## src/rtl/pidc_pkg.sv

```systemverilog
`default_nettype none

package pidc_pkg;

    // Default parameter values.
    localparam int DEF_SAMPLE_WIDTH      = 16;
    localparam int DEF_GAIN_FRACTION     = 8;

    // Fixed widths of the datapath.
    localparam int GAIN_W      = 16;
    localparam int ERR_W       = 17;
    localparam int INTEG_W     = 32;
    localparam int DRIVE_W     = 16;
    localparam int OUT_LIM_W   = 15;
    localparam int ERR_LIM_W   = 16;
    localparam int INT_LIM_W   = 31;
    localparam int DEAD_W      = 16;

    // Configuration port.
    localparam int CFG_IDX_W   = 3;
    localparam int CFG_DATA_W  = 32;

    localparam logic [CFG_IDX_W-1:0] REG_GAIN_P         = 3'd0;
    localparam logic [CFG_IDX_W-1:0] REG_GAIN_I         = 3'd1;
    localparam logic [CFG_IDX_W-1:0] REG_GAIN_D         = 3'd2;
    localparam logic [CFG_IDX_W-1:0] REG_OUTPUT_LIMIT   = 3'd3;
    localparam logic [CFG_IDX_W-1:0] REG_ERROR_LIMIT    = 3'd4;
    localparam logic [CFG_IDX_W-1:0] REG_INTEGRAL_LIMIT = 3'd5;
    localparam logic [CFG_IDX_W-1:0] REG_DEADBAND       = 3'd6;
    localparam logic [CFG_IDX_W-1:0] REG_FORM_SELECT    = 3'd7;

    localparam logic FORM_POSITIONAL  = 1'b0;
    localparam logic FORM_INCREMENTAL = 1'b1;

    // Error queue between the front and the back.
    localparam int QUEUE_DEPTH = 2;
    localparam int QUEUE_CNT_W = $clog2(QUEUE_DEPTH + 1);

    typedef struct packed {
        logic signed [GAIN_W-1:0] gain_p;
        logic signed [GAIN_W-1:0] gain_i;
        logic signed [GAIN_W-1:0] gain_d;
        logic [OUT_LIM_W-1:0]     output_limit;
        logic [ERR_LIM_W-1:0]     error_limit;
        logic [INT_LIM_W-1:0]     integral_limit;
        logic [DEAD_W-1:0]        deadband;
        logic                     form_select;
    } t_cfg;

    typedef struct packed {
        logic [QUEUE_CNT_W-1:0] count;
        logic                   full;
        logic                   empty;
    } t_q_status;

endpackage

`default_nettype wire

```

## src/rtl/pidc_if.sv

```systemverilog
`default_nettype none

// Sample request channel: target and measured value.
interface pidc_in_if #(
    parameter int SAMPLE_WIDTH = pidc_pkg::DEF_SAMPLE_WIDTH
);
    logic                           valid;
    logic                           ready;
    logic signed [SAMPLE_WIDTH-1:0] target;
    logic signed [SAMPLE_WIDTH-1:0] actual;

    modport source (output valid, output target, output actual, input ready);
    modport sink   (input valid, input target, input actual, output ready);
endinterface

// Drive result channel.
interface pidc_out_if;
    logic                                valid;
    logic                                ready;
    logic signed [pidc_pkg::DRIVE_W-1:0] drive;

    modport source (output valid, output drive, input ready);
    modport sink   (input valid, input drive, output ready);
endinterface

// Register write channel.
interface pidc_cfg_if;
    logic                               valid;
    logic                               ready;
    logic [pidc_pkg::CFG_IDX_W-1:0]     index;
    logic [pidc_pkg::CFG_DATA_W-1:0]    data;

    modport source (output valid, output index, output data, input ready);
    modport sink   (input valid, input index, input data, output ready);
endinterface

`default_nettype wire

```

## src/rtl/pidc_front.sv

```systemverilog
`default_nettype none

module pidc_front #(
    parameter int SAMPLE_WIDTH = pidc_pkg::DEF_SAMPLE_WIDTH
) (
    input  wire logic                               i_clk,
    input  wire logic                               i_rst_n,
    input  wire pidc_pkg::t_cfg                     i_cfg,
    input  wire logic                               i_valid,
    output logic                                    o_ready,
    input  wire logic signed [SAMPLE_WIDTH-1:0]     i_target,
    input  wire logic signed [SAMPLE_WIDTH-1:0]     i_actual,
    input  wire logic                               i_q_full,
    output logic                                    o_push,
    output logic signed [pidc_pkg::ERR_W-1:0]       o_err
);

    localparam int ERR_W  = pidc_pkg::ERR_W;
    localparam int DIFF_W = SAMPLE_WIDTH + 1;
    localparam int CMP_W  = (DIFF_W > ERR_W + 1) ? DIFF_W : ERR_W + 1;

    logic                    r_valid;
    logic signed [ERR_W-1:0] r_err;
    logic signed [CMP_W-1:0] diff;
    logic signed [CMP_W-1:0] lim;
    logic signed [CMP_W-1:0] clamped;
    logic signed [ERR_W-1:0] err_c;
    logic [ERR_W-1:0]        mag;
    logic signed [ERR_W-1:0] n_err;
    logic                    accept;

    // Error, clamped to the error bound and forced to zero inside the dead zone.
    always_comb begin
        diff = CMP_W'(i_target) - CMP_W'(i_actual);
        lim  = CMP_W'(signed'({1'b0, i_cfg.error_limit}));
        if (diff > lim) begin
            clamped = lim;
        end else if (diff < -lim) begin
            clamped = -lim;
        end else begin
            clamped = diff;
        end
        err_c = ERR_W'(clamped);
        mag   = err_c[ERR_W-1] ? ERR_W'(-err_c) : err_c;
        if (mag <= {1'b0, i_cfg.deadband}) begin
            n_err = '0;
        end else begin
            n_err = err_c;
        end
    end

    // The holding register frees up whenever the queue takes its entry.
    assign o_push  = r_valid && !i_q_full;
    assign o_ready = !r_valid || !i_q_full;
    assign accept  = i_valid && o_ready;
    assign o_err   = r_err;

    always_ff @(posedge i_clk) begin
        if (!i_rst_n) begin
            r_valid <= 1'b0;
        end else if (accept) begin
            r_valid <= 1'b1;
        end else if (o_push) begin
            r_valid <= 1'b0;
        end
    end

    always_ff @(posedge i_clk) begin
        if (accept) begin
            r_err <= n_err;
        end
    end

endmodule

`default_nettype wire

```

## src/rtl/pidc_queue.sv

```systemverilog
`default_nettype none

module pidc_queue (
    input  wire logic                               i_clk,
    input  wire logic                               i_rst_n,
    input  wire logic                               i_push,
    input  wire logic signed [pidc_pkg::ERR_W-1:0]  i_data,
    input  wire logic                               i_pop,
    output logic signed [pidc_pkg::ERR_W-1:0]       o_data,
    output pidc_pkg::t_q_status                     o_status
);

    localparam int DEPTH = pidc_pkg::QUEUE_DEPTH;
    localparam int PTR_W = (DEPTH > 1) ? $clog2(DEPTH) : 1;
    localparam int CNT_W = pidc_pkg::QUEUE_CNT_W;

    logic signed [pidc_pkg::ERR_W-1:0] r_entry [DEPTH];
    logic [PTR_W-1:0]                  r_wr_ptr;
    logic [PTR_W-1:0]                  r_rd_ptr;
    logic [CNT_W-1:0]                  r_count;
    logic                              full;
    logic                              empty;
    logic                              do_push;
    logic                              do_pop;

    assign full    = (r_count == CNT_W'(DEPTH));
    assign empty   = (r_count == '0);
    assign do_push = i_push && !full;
    assign do_pop  = i_pop && !empty;

    assign o_data          = r_entry[r_rd_ptr];
    assign o_status.count  = r_count;
    assign o_status.full   = full;
    assign o_status.empty  = empty;

    // Pointers wrap at the depth.
    always_ff @(posedge i_clk) begin
        if (!i_rst_n) begin
            r_wr_ptr <= '0;
            r_rd_ptr <= '0;
            r_count  <= '0;
        end else begin
            if (do_push) begin
                r_wr_ptr <= (r_wr_ptr == PTR_W'(DEPTH - 1)) ? '0 : r_wr_ptr + 1'b1;
            end
            if (do_pop) begin
                r_rd_ptr <= (r_rd_ptr == PTR_W'(DEPTH - 1)) ? '0 : r_rd_ptr + 1'b1;
            end
            if (do_push && !do_pop) begin
                r_count <= r_count + 1'b1;
            end else if (do_pop && !do_push) begin
                r_count <= r_count - 1'b1;
            end
        end
    end

    always_ff @(posedge i_clk) begin
        if (do_push) begin
            r_entry[r_wr_ptr] <= i_data;
        end
    end

endmodule

`default_nettype wire

```

## src/rtl/pidc_back.sv

```systemverilog
`default_nettype none

module pidc_back #(
    parameter int GAIN_FRACTION_BITS = pidc_pkg::DEF_GAIN_FRACTION
) (
    input  wire logic                               i_clk,
    input  wire logic                               i_rst_n,
    input  wire pidc_pkg::t_cfg                     i_cfg,
    input  wire logic                               i_q_valid,
    input  wire logic signed [pidc_pkg::ERR_W-1:0]  i_err,
    output logic                                    o_pop,
    output logic                                    o_valid,
    input  wire logic                               i_ready,
    output logic signed [pidc_pkg::DRIVE_W-1:0]     o_drive
);

    localparam int ERR_W   = pidc_pkg::ERR_W;
    localparam int GAIN_W  = pidc_pkg::GAIN_W;
    localparam int INTEG_W = pidc_pkg::INTEG_W;
    localparam int DRIVE_W = pidc_pkg::DRIVE_W;
    localparam int ACC_W   = INTEG_W + 1;
    localparam int D1_W    = ERR_W + 1;
    localparam int D2_W    = ERR_W + 3;
    localparam int OPP_W   = D1_W;
    localparam int OPI_W   = INTEG_W;
    localparam int OPD_W   = D2_W;
    localparam int PP_W    = GAIN_W + OPP_W;
    localparam int PI_W    = GAIN_W + OPI_W;
    localparam int PD_W    = GAIN_W + OPD_W;
    localparam int SUM_W   = PI_W + 2;
    localparam int OUT_W   = SUM_W + 1;

    // Error history and integral.
    logic signed [ERR_W-1:0]   r_prev;
    logic signed [ERR_W-1:0]   r_before_prev;
    logic signed [INTEG_W-1:0] r_integral;

    // Pipeline registers.
    logic                      r_v1;
    logic                      r_v2;
    logic                      r_v3;
    logic                      r_out_valid;
    logic signed [OPP_W-1:0]   r_op_p;
    logic signed [OPI_W-1:0]   r_op_i;
    logic signed [OPD_W-1:0]   r_op_d;
    logic signed [PP_W-1:0]    r_prod_p;
    logic signed [PI_W-1:0]    r_prod_i;
    logic signed [PD_W-1:0]    r_prod_d;
    logic signed [SUM_W-1:0]   r_scaled;
    logic signed [DRIVE_W-1:0] r_held;

    logic                      adv;
    logic                      positional;
    logic signed [ACC_W-1:0]   acc_raw;
    logic signed [ACC_W-1:0]   acc_lim;
    logic signed [ACC_W-1:0]   acc_clr;
    logic signed [ACC_W-1:0]   acc_sat;
    logic signed [INTEG_W-1:0] n_integral;
    logic signed [D1_W-1:0]    diff1;
    logic signed [D2_W-1:0]    diff2;
    logic signed [OPP_W-1:0]   n_op_p;
    logic signed [OPI_W-1:0]   n_op_i;
    logic signed [OPD_W-1:0]   n_op_d;
    logic signed [SUM_W-1:0]   sum;
    logic signed [OUT_W-1:0]   pre_sat;
    logic signed [OUT_W-1:0]   out_lim;
    logic signed [DRIVE_W-1:0] n_held;

    // The whole back pipeline moves when the output slot is free.
    assign adv        = !r_out_valid || i_ready;
    assign o_pop      = adv && i_q_valid;
    assign positional = (i_cfg.form_select == pidc_pkg::FORM_POSITIONAL);
    assign o_valid    = r_out_valid;
    assign o_drive    = r_held;

    // Integral with sign reset and clamp; differences of the error history.
    always_comb begin
        acc_raw = ACC_W'(r_integral) + ACC_W'(i_err);
        acc_lim = ACC_W'(signed'({2'b00, i_cfg.integral_limit}));
        if ((i_err < 0 && acc_raw > 0) || (i_err > 0 && acc_raw < 0)) begin
            acc_clr = '0;
        end else begin
            acc_clr = acc_raw;
        end
        if (acc_clr > acc_lim) begin
            acc_sat = acc_lim;
        end else if (acc_clr < -acc_lim) begin
            acc_sat = -acc_lim;
        end else begin
            acc_sat = acc_clr;
        end
        n_integral = INTEG_W'(acc_sat);
        diff1 = D1_W'(i_err) - D1_W'(r_prev);
        diff2 = D2_W'(i_err) - D2_W'(r_prev) - D2_W'(r_prev) + D2_W'(r_before_prev);
        if (positional) begin
            n_op_p = OPP_W'(i_err);
            n_op_i = n_integral;
            n_op_d = OPD_W'(diff1);
        end else begin
            n_op_p = diff1;
            n_op_i = OPI_W'(i_err);
            n_op_d = diff2;
        end
    end

    // State of the loop advances once per popped error.
    always_ff @(posedge i_clk) begin
        if (!i_rst_n) begin
            r_prev        <= '0;
            r_before_prev <= '0;
            r_integral    <= '0;
        end else if (o_pop) begin
            r_prev <= i_err;
            if (positional) begin
                r_integral <= n_integral;
            end else begin
                r_before_prev <= r_prev;
            end
        end
    end

    // Sum of products, later scaled by the gain fraction with floor rounding.
    always_comb begin
        sum = SUM_W'(r_prod_p) + SUM_W'(r_prod_i) + SUM_W'(r_prod_d);
    end

    // Output saturation; the incremental form builds on the held drive.
    always_comb begin
        if (positional) begin
            pre_sat = OUT_W'(r_scaled);
        end else begin
            pre_sat = OUT_W'(r_held) + OUT_W'(r_scaled);
        end
        out_lim = OUT_W'(signed'({1'b0, i_cfg.output_limit}));
        if (pre_sat > out_lim) begin
            n_held = DRIVE_W'(out_lim);
        end else if (pre_sat < -out_lim) begin
            n_held = DRIVE_W'(-out_lim);
        end else begin
            n_held = DRIVE_W'(pre_sat);
        end
    end

    always_ff @(posedge i_clk) begin
        if (!i_rst_n) begin
            r_v1        <= 1'b0;
            r_v2        <= 1'b0;
            r_v3        <= 1'b0;
            r_out_valid <= 1'b0;
        end else if (adv) begin
            r_v1        <= i_q_valid;
            r_v2        <= r_v1;
            r_v3        <= r_v2;
            r_out_valid <= r_v3;
        end
    end

    always_ff @(posedge i_clk) begin
        if (adv) begin
            r_op_p   <= n_op_p;
            r_op_i   <= n_op_i;
            r_op_d   <= n_op_d;
            r_prod_p <= i_cfg.gain_p * r_op_p;
            r_prod_i <= i_cfg.gain_i * r_op_i;
            r_prod_d <= i_cfg.gain_d * r_op_d;
            r_scaled <= sum >>> GAIN_FRACTION_BITS;
        end
    end

    // The held drive is the last result loaded into the output stage.
    always_ff @(posedge i_clk) begin
        if (!i_rst_n) begin
            r_held <= '0;
        end else if (adv && r_v3) begin
            r_held <= n_held;
        end
    end

endmodule

`default_nettype wire

```

## src/rtl/pid_controller_dual_form_core.sv

```systemverilog
`default_nettype none

// PID controller, positional or incremental form, in fixed point. Each request
// carries a target and a measured sample and yields one saturated drive value.
// Gains are signed with GAIN_FRACTION_BITS fraction bits; sums of products are
// shifted right with floor rounding. Unless the output stalls, the block takes
// one request per clock: the error history and integral are closed within the
// first back stage and the held drive within the output stage, so no request
// waits on another. A request passes the front holding register, the queue and
// the operand, product, scaled and output registers. A two-entry error queue
// sits between the front (error clamp and dead zone) and the back (multiply,
// sum, saturate). Registers are written through the configuration channel,
// which is always ready; write them only while no request is in flight.
module pid_controller_dual_form_core #(
    parameter int SAMPLE_WIDTH       = pidc_pkg::DEF_SAMPLE_WIDTH,
    parameter int GAIN_FRACTION_BITS = pidc_pkg::DEF_GAIN_FRACTION
) (
    input  wire logic   i_clk,
    input  wire logic   i_rst_n,
    pidc_in_if.sink     i_in,
    pidc_out_if.source  o_out,
    pidc_cfg_if.sink    i_cfg
);

    pidc_pkg::t_cfg                      r_cfg;
    pidc_pkg::t_q_status                 q_status;
    logic                                front_push;
    logic signed [pidc_pkg::ERR_W-1:0]   front_err;
    logic signed [pidc_pkg::ERR_W-1:0]   q_err;
    logic                                back_pop;
    logic                                cfg_write;

    // Register file.
    assign i_cfg.ready = 1'b1;
    assign cfg_write   = i_cfg.valid && i_cfg.ready;

    always_ff @(posedge i_clk) begin
        if (!i_rst_n) begin
            r_cfg.gain_p         <= '0;
            r_cfg.gain_i         <= '0;
            r_cfg.gain_d         <= '0;
            r_cfg.output_limit   <= '1;
            r_cfg.error_limit    <= '1;
            r_cfg.integral_limit <= '1;
            r_cfg.deadband       <= '0;
            r_cfg.form_select    <= pidc_pkg::FORM_POSITIONAL;
        end else if (cfg_write) begin
            unique case (i_cfg.index)
                pidc_pkg::REG_GAIN_P: begin
                    r_cfg.gain_p <= signed'(i_cfg.data[pidc_pkg::GAIN_W-1:0]);
                end
                pidc_pkg::REG_GAIN_I: begin
                    r_cfg.gain_i <= signed'(i_cfg.data[pidc_pkg::GAIN_W-1:0]);
                end
                pidc_pkg::REG_GAIN_D: begin
                    r_cfg.gain_d <= signed'(i_cfg.data[pidc_pkg::GAIN_W-1:0]);
                end
                pidc_pkg::REG_OUTPUT_LIMIT: begin
                    r_cfg.output_limit <= i_cfg.data[pidc_pkg::OUT_LIM_W-1:0];
                end
                pidc_pkg::REG_ERROR_LIMIT: begin
                    r_cfg.error_limit <= i_cfg.data[pidc_pkg::ERR_LIM_W-1:0];
                end
                pidc_pkg::REG_INTEGRAL_LIMIT: begin
                    r_cfg.integral_limit <= i_cfg.data[pidc_pkg::INT_LIM_W-1:0];
                end
                pidc_pkg::REG_DEADBAND: begin
                    r_cfg.deadband <= i_cfg.data[pidc_pkg::DEAD_W-1:0];
                end
                pidc_pkg::REG_FORM_SELECT: begin
                    r_cfg.form_select <= i_cfg.data[0];
                end
                default: begin
                end
            endcase
        end
    end

    // Front: error formation.
    pidc_front #(
        .SAMPLE_WIDTH (SAMPLE_WIDTH)
    ) u_front (
        .i_clk    (i_clk),
        .i_rst_n  (i_rst_n),
        .i_cfg    (r_cfg),
        .i_valid  (i_in.valid),
        .o_ready  (i_in.ready),
        .i_target (i_in.target),
        .i_actual (i_in.actual),
        .i_q_full (q_status.full),
        .o_push   (front_push),
        .o_err    (front_err)
    );

    // Error queue.
    pidc_queue u_queue (
        .i_clk    (i_clk),
        .i_rst_n  (i_rst_n),
        .i_push   (front_push),
        .i_data   (front_err),
        .i_pop    (back_pop),
        .o_data   (q_err),
        .o_status (q_status)
    );

    // Back: control law and saturation.
    pidc_back #(
        .GAIN_FRACTION_BITS (GAIN_FRACTION_BITS)
    ) u_back (
        .i_clk     (i_clk),
        .i_rst_n   (i_rst_n),
        .i_cfg     (r_cfg),
        .i_q_valid (!q_status.empty),
        .i_err     (q_err),
        .o_pop     (back_pop),
        .o_valid   (o_out.valid),
        .i_ready   (o_out.ready),
        .o_drive   (o_out.drive)
    );

    // The queue count stays in range and agrees with its flags.
    a_queue_count: assert property (@(posedge i_clk) disable iff (!i_rst_n)
        (q_status.count <= pidc_pkg::QUEUE_CNT_W'(pidc_pkg::QUEUE_DEPTH))
        && (q_status.full != q_status.empty || q_status.count != '0))
        else $error("queue count out of range");

    // The front only refuses a request while the queue is full.
    a_front_stall: assert property (@(posedge i_clk) disable iff (!i_rst_n)
        !i_in.ready |-> q_status.full)
        else $error("front stalled with room in the queue");

    // A pop from the queue happens only when the queue holds an entry.
    a_pop_nonempty: assert property (@(posedge i_clk) disable iff (!i_rst_n)
        back_pop |-> !q_status.empty)
        else $error("pop from empty queue");

    // Saturation never lets the most negative code through.
    a_drive_range: assert property (@(posedge i_clk) disable iff (!i_rst_n)
        o_out.valid |-> o_out.drive != {1'b1, {(pidc_pkg::DRIVE_W-1){1'b0}}})
        else $error("drive outside the symmetric range");

endmodule

`default_nettype wire
```

## src/flat_wrapper.sv

```systemverilog
// flat-port wrapper written by rule: the top's interface ports become plain ports
module pid_controller_dual_form_core_flat 
#(
    parameter int SAMPLE_WIDTH       = pidc_pkg::DEF_SAMPLE_WIDTH,
    parameter int GAIN_FRACTION_BITS = pidc_pkg::DEF_GAIN_FRACTION
)
  (i_clk, i_rst_n, i_in_valid, i_in_target, i_in_actual, i_in_ready, o_out_valid, o_out_drive, o_out_ready, i_cfg_valid, i_cfg_index, i_cfg_data, i_cfg_ready);
  pidc_in_if #(.SAMPLE_WIDTH(SAMPLE_WIDTH)) i_in_i ();
  pidc_out_if o_out_i ();
  pidc_cfg_if i_cfg_i ();
  input  wire logic i_clk;
  input  wire logic i_rst_n;
  input wire logic [$bits(i_in_i.valid)-1:0] i_in_valid;
  input wire logic [$bits(i_in_i.target)-1:0] i_in_target;
  input wire logic [$bits(i_in_i.actual)-1:0] i_in_actual;
  output wire logic [$bits(i_in_i.ready)-1:0] i_in_ready;
  output wire logic [$bits(o_out_i.valid)-1:0] o_out_valid;
  output wire logic [$bits(o_out_i.drive)-1:0] o_out_drive;
  input wire logic [$bits(o_out_i.ready)-1:0] o_out_ready;
  input wire logic [$bits(i_cfg_i.valid)-1:0] i_cfg_valid;
  input wire logic [$bits(i_cfg_i.index)-1:0] i_cfg_index;
  input wire logic [$bits(i_cfg_i.data)-1:0] i_cfg_data;
  output wire logic [$bits(i_cfg_i.ready)-1:0] i_cfg_ready;
  assign i_in_i.valid = i_in_valid;
  assign i_in_i.target = i_in_target;
  assign i_in_i.actual = i_in_actual;
  assign i_in_ready = i_in_i.ready;
  assign o_out_valid = o_out_i.valid;
  assign o_out_drive = o_out_i.drive;
  assign o_out_i.ready = o_out_ready;
  assign i_cfg_i.valid = i_cfg_valid;
  assign i_cfg_i.index = i_cfg_index;
  assign i_cfg_i.data = i_cfg_data;
  assign i_cfg_ready = i_cfg_i.ready;
  pid_controller_dual_form_core #(.SAMPLE_WIDTH(SAMPLE_WIDTH), .GAIN_FRACTION_BITS(GAIN_FRACTION_BITS)) u_core (.i_clk(i_clk), .i_rst_n(i_rst_n), .i_in(i_in_i), .o_out(o_out_i), .i_cfg(i_cfg_i));
endmodule
```

## config.mk

```make
export PLATFORM = sky130hd
export DESIGN_NAME = pid_controller_dual_form_core_flat
export DESIGN_NICKNAME = d
export VERILOG_FILES = /design/src/rtl/pidc_pkg.sv /design/src/rtl/pidc_if.sv /design/src/rtl/pidc_front.sv /design/src/rtl/pidc_queue.sv /design/src/rtl/pidc_back.sv /design/src/rtl/pid_controller_dual_form_core.sv /design/src/flat_wrapper.sv
export SDC_FILE = /design/constraint.sdc
export NUM_CORES = 2
export LEC_CHECK = 0
export BUFFER_PORTS_ARGS = -buffer_cell sky130_fd_sc_hd__buf_4
export CAP_MARGIN = 20
export CORE_UTILIZATION = 25
export CTS_CLUSTER_DIAMETER = 60
export DETAILED_ROUTE_END_ITERATION = 8
export HOLD_SLACK_MARGIN = 0.08
export PLACE_DENSITY = 0.51
export SYNTH_ARGS = -nofsm -noshare
export SYNTH_HDL_FRONTEND = slang
export SYNTH_SLANG_ARGS = --single-unit
```

## constraint.sdc

```tcl
create_clock -name i_clk -period 17.3 [get_ports i_clk]
set_input_delay 3.46 -clock i_clk [delete_from_list [all_inputs] [get_ports i_clk]]
set_output_delay 3.46 -clock i_clk [all_outputs]
set_load 0.02 [all_outputs]
```

## Word-level counts from Yosys, hierarchy flattened

Memories as Yosys holds them, arrays and structs flattened. A register that Yosys moved wholly into a read port is not among the register bits.
Index checks and enable logic that the tools add are counted.

- Flip-flop bits (word level): 465
- Latch bits: 0
- Bits in writable memories: 34
- Memory bits (read-only): 0
- Output and inout bits: 19
- Word-level logic and storage cells: 124
- Memories kept: 1

- Add/subtract/negate cells: 17
- Multiply operators: 3
- Divide/modulo/power cells: 0
- Magnitude comparators: 11
- Equality and inequality tests: 8
- Shifts and indexed selects: 0
- Mux-type cells: 22
- Bitwise operators: 1
- Reductions and logical operators: 33

Memory list:

| name | depth | width | rd ports | clocked after Yosys merged registers in | write ports | RTL line | source |
|---|---|---|---|---|---|---|---|
| u_core.u_queue.r_entry | 2 | 17 | 1 | 1 | 1 | pidc_queue.sv:17 | `logic signed [pidc_pkg::ERR_W-1:0] r_entry [DEPTH];` |

Operator list:

| cell | number |
|---|---|
| 32-bit two-way mux | 3 |
| 51-bit by 16-bit > comparator with 1-bit output | 1 |
| 51-bit less-than comparator | 1 |
| 17-bit two-way mux | 3 |
| 51-bit two-way mux | 1 |
| 15-bit negator with 51-bit output | 1 |
| 49-bit by 36-bit adder with 50-bit output | 1 |
| 34-bit by 48-bit adder with 49-bit output | 1 |
| 16-bit by 32-bit multiplier with 48-bit output | 1 |
| 16-bit by 42-bit adder with 43-bit output | 1 |
| 16-bit by 20-bit multiplier with 36-bit output | 1 |
| 17-bit by 17-bit subtractor with 18-bit output | 2 |
| 16-bit by 18-bit multiplier with 34-bit output | 1 |
| 32-bit by 17-bit adder with 33-bit output | 1 |
| 33-bit by 1-bit > comparator with 1-bit output, second input constant | 1 |
| 33-bit by 32-bit > comparator with 1-bit output | 1 |
| 33-bit by 1-bit less-than comparator with 1-bit output, second input constant | 1 |
| 33-bit less-than comparator | 1 |
| 33-bit two-way mux | 1 |
| 31-bit negator with 33-bit output | 1 |
| 16-bit two-way mux | 2 |
| 19-bit by 17-bit adder with 20-bit output | 1 |
| 20-bit two-way mux | 1 |
| 2-bit AND reduction | 10 |
| other kinds (26) | 56 |

## Longest topological paths before layout

- Depth in word-level cells: 9
- Gate-level depth with buffers: 49
- Mapped depth without buffers: 46

## Cells and area by module

Synthesis repeated with hierarchy kept, for this count alone.

- Cell total of the unflattened synthesis: 8245
- Area total of the unflattened synthesis: 75605.0 um2

By module, submodules not included:

| module | times used | cells each | area each (um2) |
|---|---|---|---|
| pidc_back | 1 | 7157 | 65145.0 |
| pid_controller_dual_form_core | 1 | 476 | 4982.3 |
| pidc_front | 1 | 532 | 4003.8 |
| pidc_queue | 1 | 80 | 1473.9 |

## Worst setup path after synthesis

Ideal clock, no wire load.

- Kind: in2reg
- From: input i_in_target[0]
- To: register u_core.u_front.r_err[14], in the netlist u_core.u_front.o_err[14] (data pin)
- Setup time: 0.267 ns
- Arrival: 11.503 ns
- Required time: 17.033 ns
- Setup slack: 5.530 ns
- Stages on the path: 49
- Cell sequence: inv_1 -> ha_1 -> fa_1 -> nor2b_1 -> o21ai_0 -> a21boi_0 -> o21ai_0 -> a21boi_0 -> o21bai_1 -> a21boi_0 -> o21a_1 -> o21ai_0 -> a21oi_1 -> nor2_1 -> xnor2_1 -> ha_1 -> a211oi_1 -> inv_1 -> (+13 left out) -> ha_1 -> nor2b_1 -> o21a_1 -> o21a_1 -> o21a_1 -> o21a_1 -> o21a_1 -> o21a_1 -> o21a_1 -> o21ai_0 -> a21oi_1 -> o31a_1 -> o21a_1 -> o21a_1 -> o21a_1 -> a41oi_1 -> clkbuf_1 -> nor2_1

- Longest elaborated chain between the ends: 7
- Elaborated cells between the ends (all ways): 8
- Those cells by class: add/sub: 2; order compare: 3; mux: 3

RTL lines:

| what | RTL line | source |
|---|---|---|
| from (decl) | flat_wrapper.sv:14 | `input wire logic [$bits(i_in_i.target)-1:0] i_in_target;` |
| 16-bit by 16-bit subtractor with 17-bit output * | pidc_front.sv:34 | `diff = CMP_W'(i_target) - CMP_W'(i_actual);` |
| 17-bit by 18-bit less-than comparator with 1-bit output | pidc_front.sv:38 | `end else if (diff < -lim) begin` |
| 17-bit two-way mux | pidc_front.sv:38 |  |
| 17-bit two-way mux * | pidc_front.sv:36 | `if (diff > lim) begin` |
| 17-bit negator | pidc_front.sv:44 | `mag = err_c[ERR_W-1] ? ERR_W'(-err_c) : err_c;` |
| 17-bit two-way mux | pidc_front.sv:44 |  |
| 17-bit by 16-bit <= comparator with 1-bit output | pidc_front.sv:45 | `if (mag <= {1'b0, i_cfg.deadband}) begin` |
| to (signal assigned) | pidc_front.sv:70 | `r_err <= n_err;` |
| to (decl) | pidc_front.sv:23 | `logic signed [ERR_W-1:0] r_err;` |

Mark *: on every way between the ends. The rest lies on a longest branch, timed or not.
A chain may end at the register's enable or synchronous reset.

## Final worst setup path

- From: input i_in_actual[0]
- To: register u_core.u_front.r_err[8], in the netlist u_core.u_front.o_err[8] (data pin)

- Longest elaborated chain between the ends: 7
- Elaborated cells between the ends (all ways): 8
- Those cells by class: add/sub: 2; order compare: 3; mux: 3

RTL lines:

| what | RTL line | source |
|---|---|---|
| from (decl) | flat_wrapper.sv:15 | `input wire logic [$bits(i_in_i.actual)-1:0] i_in_actual;` |
| 16-bit by 16-bit subtractor with 17-bit output * | pidc_front.sv:34 |  |
| 17-bit by 18-bit less-than comparator with 1-bit output | pidc_front.sv:38 |  |
| 17-bit two-way mux | pidc_front.sv:38 |  |
| 17-bit two-way mux * | pidc_front.sv:36 |  |
| 17-bit negator | pidc_front.sv:44 |  |
| 17-bit two-way mux | pidc_front.sv:44 |  |
| 17-bit by 16-bit <= comparator with 1-bit output | pidc_front.sv:45 |  |

Marks and branches as above.

==> results.cfg <==
[outcome]
outcome = finished clean

[timing]
layout_min_cycle_time_ps = 11990
worst_hold_slack_ps = 444
fin_ws_ps = 5310
hold_violations = 0
timing.slew.headroom = 0.295
grt_setup_unrepaired = false
tns_ps = 0
drv_slew = 0
max_freq_mhz = 83.4
fin_crit_sh = 0.693
tightest_slew_ps = 1060
finalSetupViolations = 0
fin_worst_skew_ps = 43.8

[die]
die_area_mm2 = 0.299
start_util = 0.252
die_width_um = 547
dieHeight_um = 547
rows = 199
num_io_pins = 91
core_mm2 = 0.295

[synth]
synth-async-reset-ratio = 0
ys_seq_elements = 500
seq_area_frac_synth = 0.173
syn_inst = 8150
avgSynthCellArea_um2 = 9.11
synth_edf_count = 281
syn_area_mm2 = 0.0743
ys_warn_count = 0
synthesis.nets = 10000
synth_ff_type = edfxtp_1
ys_types = 94

[hold_path]
hold_path.class = reg -> reg

[critical_path]
max_stage_delay_ps = 440
cp_max_fo = 20
crit_path_start_kind = primary input
critPathCaptureType = flip-flop
worst-path-buf-inv = 4
crit_top_cell = o21a_1
required_ps = 17720
r2r_slack_ps = 6430
arrival_ps = 12410
path_class = in -> reg
crit_family = compound AO/OA/AOI/OAI gates
crit_slowest_cell = a2111oi_0

[global_routing]
grt_pass1_vias = 59300
grt_pass1_wl_um = 338000
grt_usage = 0.143
antenna_found_initial = 10
overflow = 0
grt_max_degree = 146

[drt]
firstDrtPassIters = 5
ant_nets = 0
num_vias = 55700
wl_per_cell_um = 17.5
drc = 0
viasPerCell = 4.62
routed_wl_um = 211000
drtIter0Drc = 3390

[placed_design]
gp_congestion = 0.870
pre_cts_ws_ps = 4230
place_area_mm2 = 0.0793
place_hpwl_um = 167000
portBuffers = 88
dp_cells = 11900

[clock_tree]
clock_latency_ps = 710
clk_pin_slew_worst_paths_ps = 60
cts_setup_buffers = 0
cts-resized-gates = 0
cts_htree_levels = 3
cts_inserted_buffers = 73
clockBufferDepth = 3
cts_tree = yes
cts.sinks = 500
postCtsHoldBufs = 0
cts_root_buffer = clkbuf_16

[power_and_ir_drop]
p_leak_nw = 35.9
powerDensity_mw_per_mm2 = 107
vdd.ir_drop.worst_uv = 97.1
power_mw = 8.79

[flow_run]
max_cap_violations = 0

[final_layout]
syn2layout_area_growth_pct = 10.2
fin_util = 0.278
nets = 9957
final_cells = 12100
fin_area_mm2 = 0.0819
drive_above_1_share = 0.0457
==> cell usage in the layout (no fill, tap or decap), types with 22 or more instances in the layout <==
master     netlist  layout
inv_1         1386    1384
fa_1          1163    1163
nand2_1       1153    1153
ha_1           640     640
and2_1         418     418
nor2_1         300     297
edfxtp_1       281     281
a21oi_1        258     258
o21ai_0        246     246
xnor2_1        235     235
dfxtp_1        219     213
buf_4            1     170
nand2b_1       117     117
a21boi_0       117     117
nor3_1         116     114
o21a_1         101     101
a21o_1         100     100
nand3_1         83      83
nor2b_1         80      80
o211ai_1        77      77
clkbuf_16        0      73
mux2i_1         68      67
xor2_1          56      56
nand4_1         51      51
a31oi_1         44      44
or3_1           43      43
and3_1          41      41
a211oi_1        37      37
o21bai_1        34      34
o21ai_1         32      32
o31ai_1         28      28
o211a_1         23      23
nor4_1          23      22
==> worst reg2reg max path: cells and delay by family (launching register included) <==
kind	cells	cell delay, ps
AOI/OAI and AO/OA	19	4580
adders and majority gates	2	730
buffers and inverters	5	2120
DFF	1	310
muxes	2	850
and+or+nand+nor	6	1960
==> where the power goes <==
| group | internal (mW) | switching, mW | total (mW) |
|---|---|---|---|
| Combinational | 1.98 | 2.98 | 4.96 |
| Sequential | 1.74 | 0.542 | 2.28 |
| Clock | 0.912 | 0.632 | 1.54 |
| Total | 4.63 | 4.16 | 8.79 |
==> registers in the layout, summed over array words and instances, names as in the netlist, named ones only <==
name / flops
u_core.u_back.r_v3: 1
u_core.u_back.r_v2: 1
u_core.u_back.r_prod_d: 36
u_core.u_queue.r_count: 2
u_core.u_back.r_scaled: 42
u_core.u_back.r_prev: 17
u_core.u_back.r_before_prev: 17
u_core.u_queue.r_entry: 34
u_core.u_queue.r_rd_ptr: 1
u_core.u_back.r_op_i: 32
u_core.u_back.r_v1: 1
u_core.u_back.o_valid: 1
u_core.u_back.r_prod_p: 34
u_core.u_back.r_prod_i: 48
u_core.u_front.r_valid: 1
u_core.r_cfg: 127
u_core.u_queue.r_wr_ptr: 1
u_core.u_front.o_err: 17
u_core.u_back.r_op_p: 18
u_core.u_back.r_integral: 32
u_core.u_back.o_drive: 16
u_core.u_back.r_op_d: 20
==> cells in the mapped netlist, types with 77 or more instances <==
master    number  area [um^2]
inv_1       1386         5200
fa_1        1163        23300
nand2_1     1153         4330
ha_1         640         8010
and2_1       418         2620
nor2_1       300         1130
clkbuf_1     297         1110
edfxtp_1     281         8440
a21oi_1      258         1290
o21ai_0      246         1230
xnor2_1      235         2060
dfxtp_1      219         4380
a21boi_0     117          878
nand2b_1     117          732
nor3_1       116          581
o21a_1       101          758
a21o_1       100          751
nand3_1       83          415
nor2b_1       80          500
o211ai_1      77          578
==> path summary, 6_finish.rpt <==
kind | start | end | cells past startpoint
worst min-delay path | u_core.u_front.o_err[8]$_SDFFCE_PP0P_ | u_core.u_queue.r_entry[1][8]$_DFFE_PP_ | 0
worst max register to register | flip-flop | u_core.u_back.r_op_i[15]$_DFFE_PN_ | 34
worst min register to register | u_core.u_front.o_err[8]$_SDFFCE_PP0P_ | u_core.u_queue.r_entry[1][8]$_DFFE_PP_ | 0
worst max-delay path | i_in_actual[0] | u_core.u_front.o_err[8]$_SDFFCE_PP0P_ | 47
==> routing by layer <==
layer  GRT usage  up-vias  share of wire
met3      0.0174      231          0.052
li1            -    26100              -
met2       0.238     1288           0.46
met4      0.0445        0          0.032
met1       0.193    28100           0.46
met5           0        -              0
==> kinds of logic after synthesis <==
| logic type | synth area share |
|---|---|
| other cells | 0.0000505 |
| fa+ha+maj | 0.421 |
| buf+inv | 0.0867 |
| xor+xnor | 0.0346 |
| simple gates | 0.162 |
| compound gates | 0.111 |
| flops | 0.173 |
| mux | 0.0122 |
==> area by class of cell <==
type	count	area, um^2
diodes	6	15.0
clock buffers	85	1890
clock inverters	49	597
fillers	31300	213000
inverters	1387	5210
multi-input cells	5945	55100
flip-flops and latches	500	12800
well taps	3919	4900
repair buffers	175	1350
Note: power is estimated with default switching activity, not from simulation.
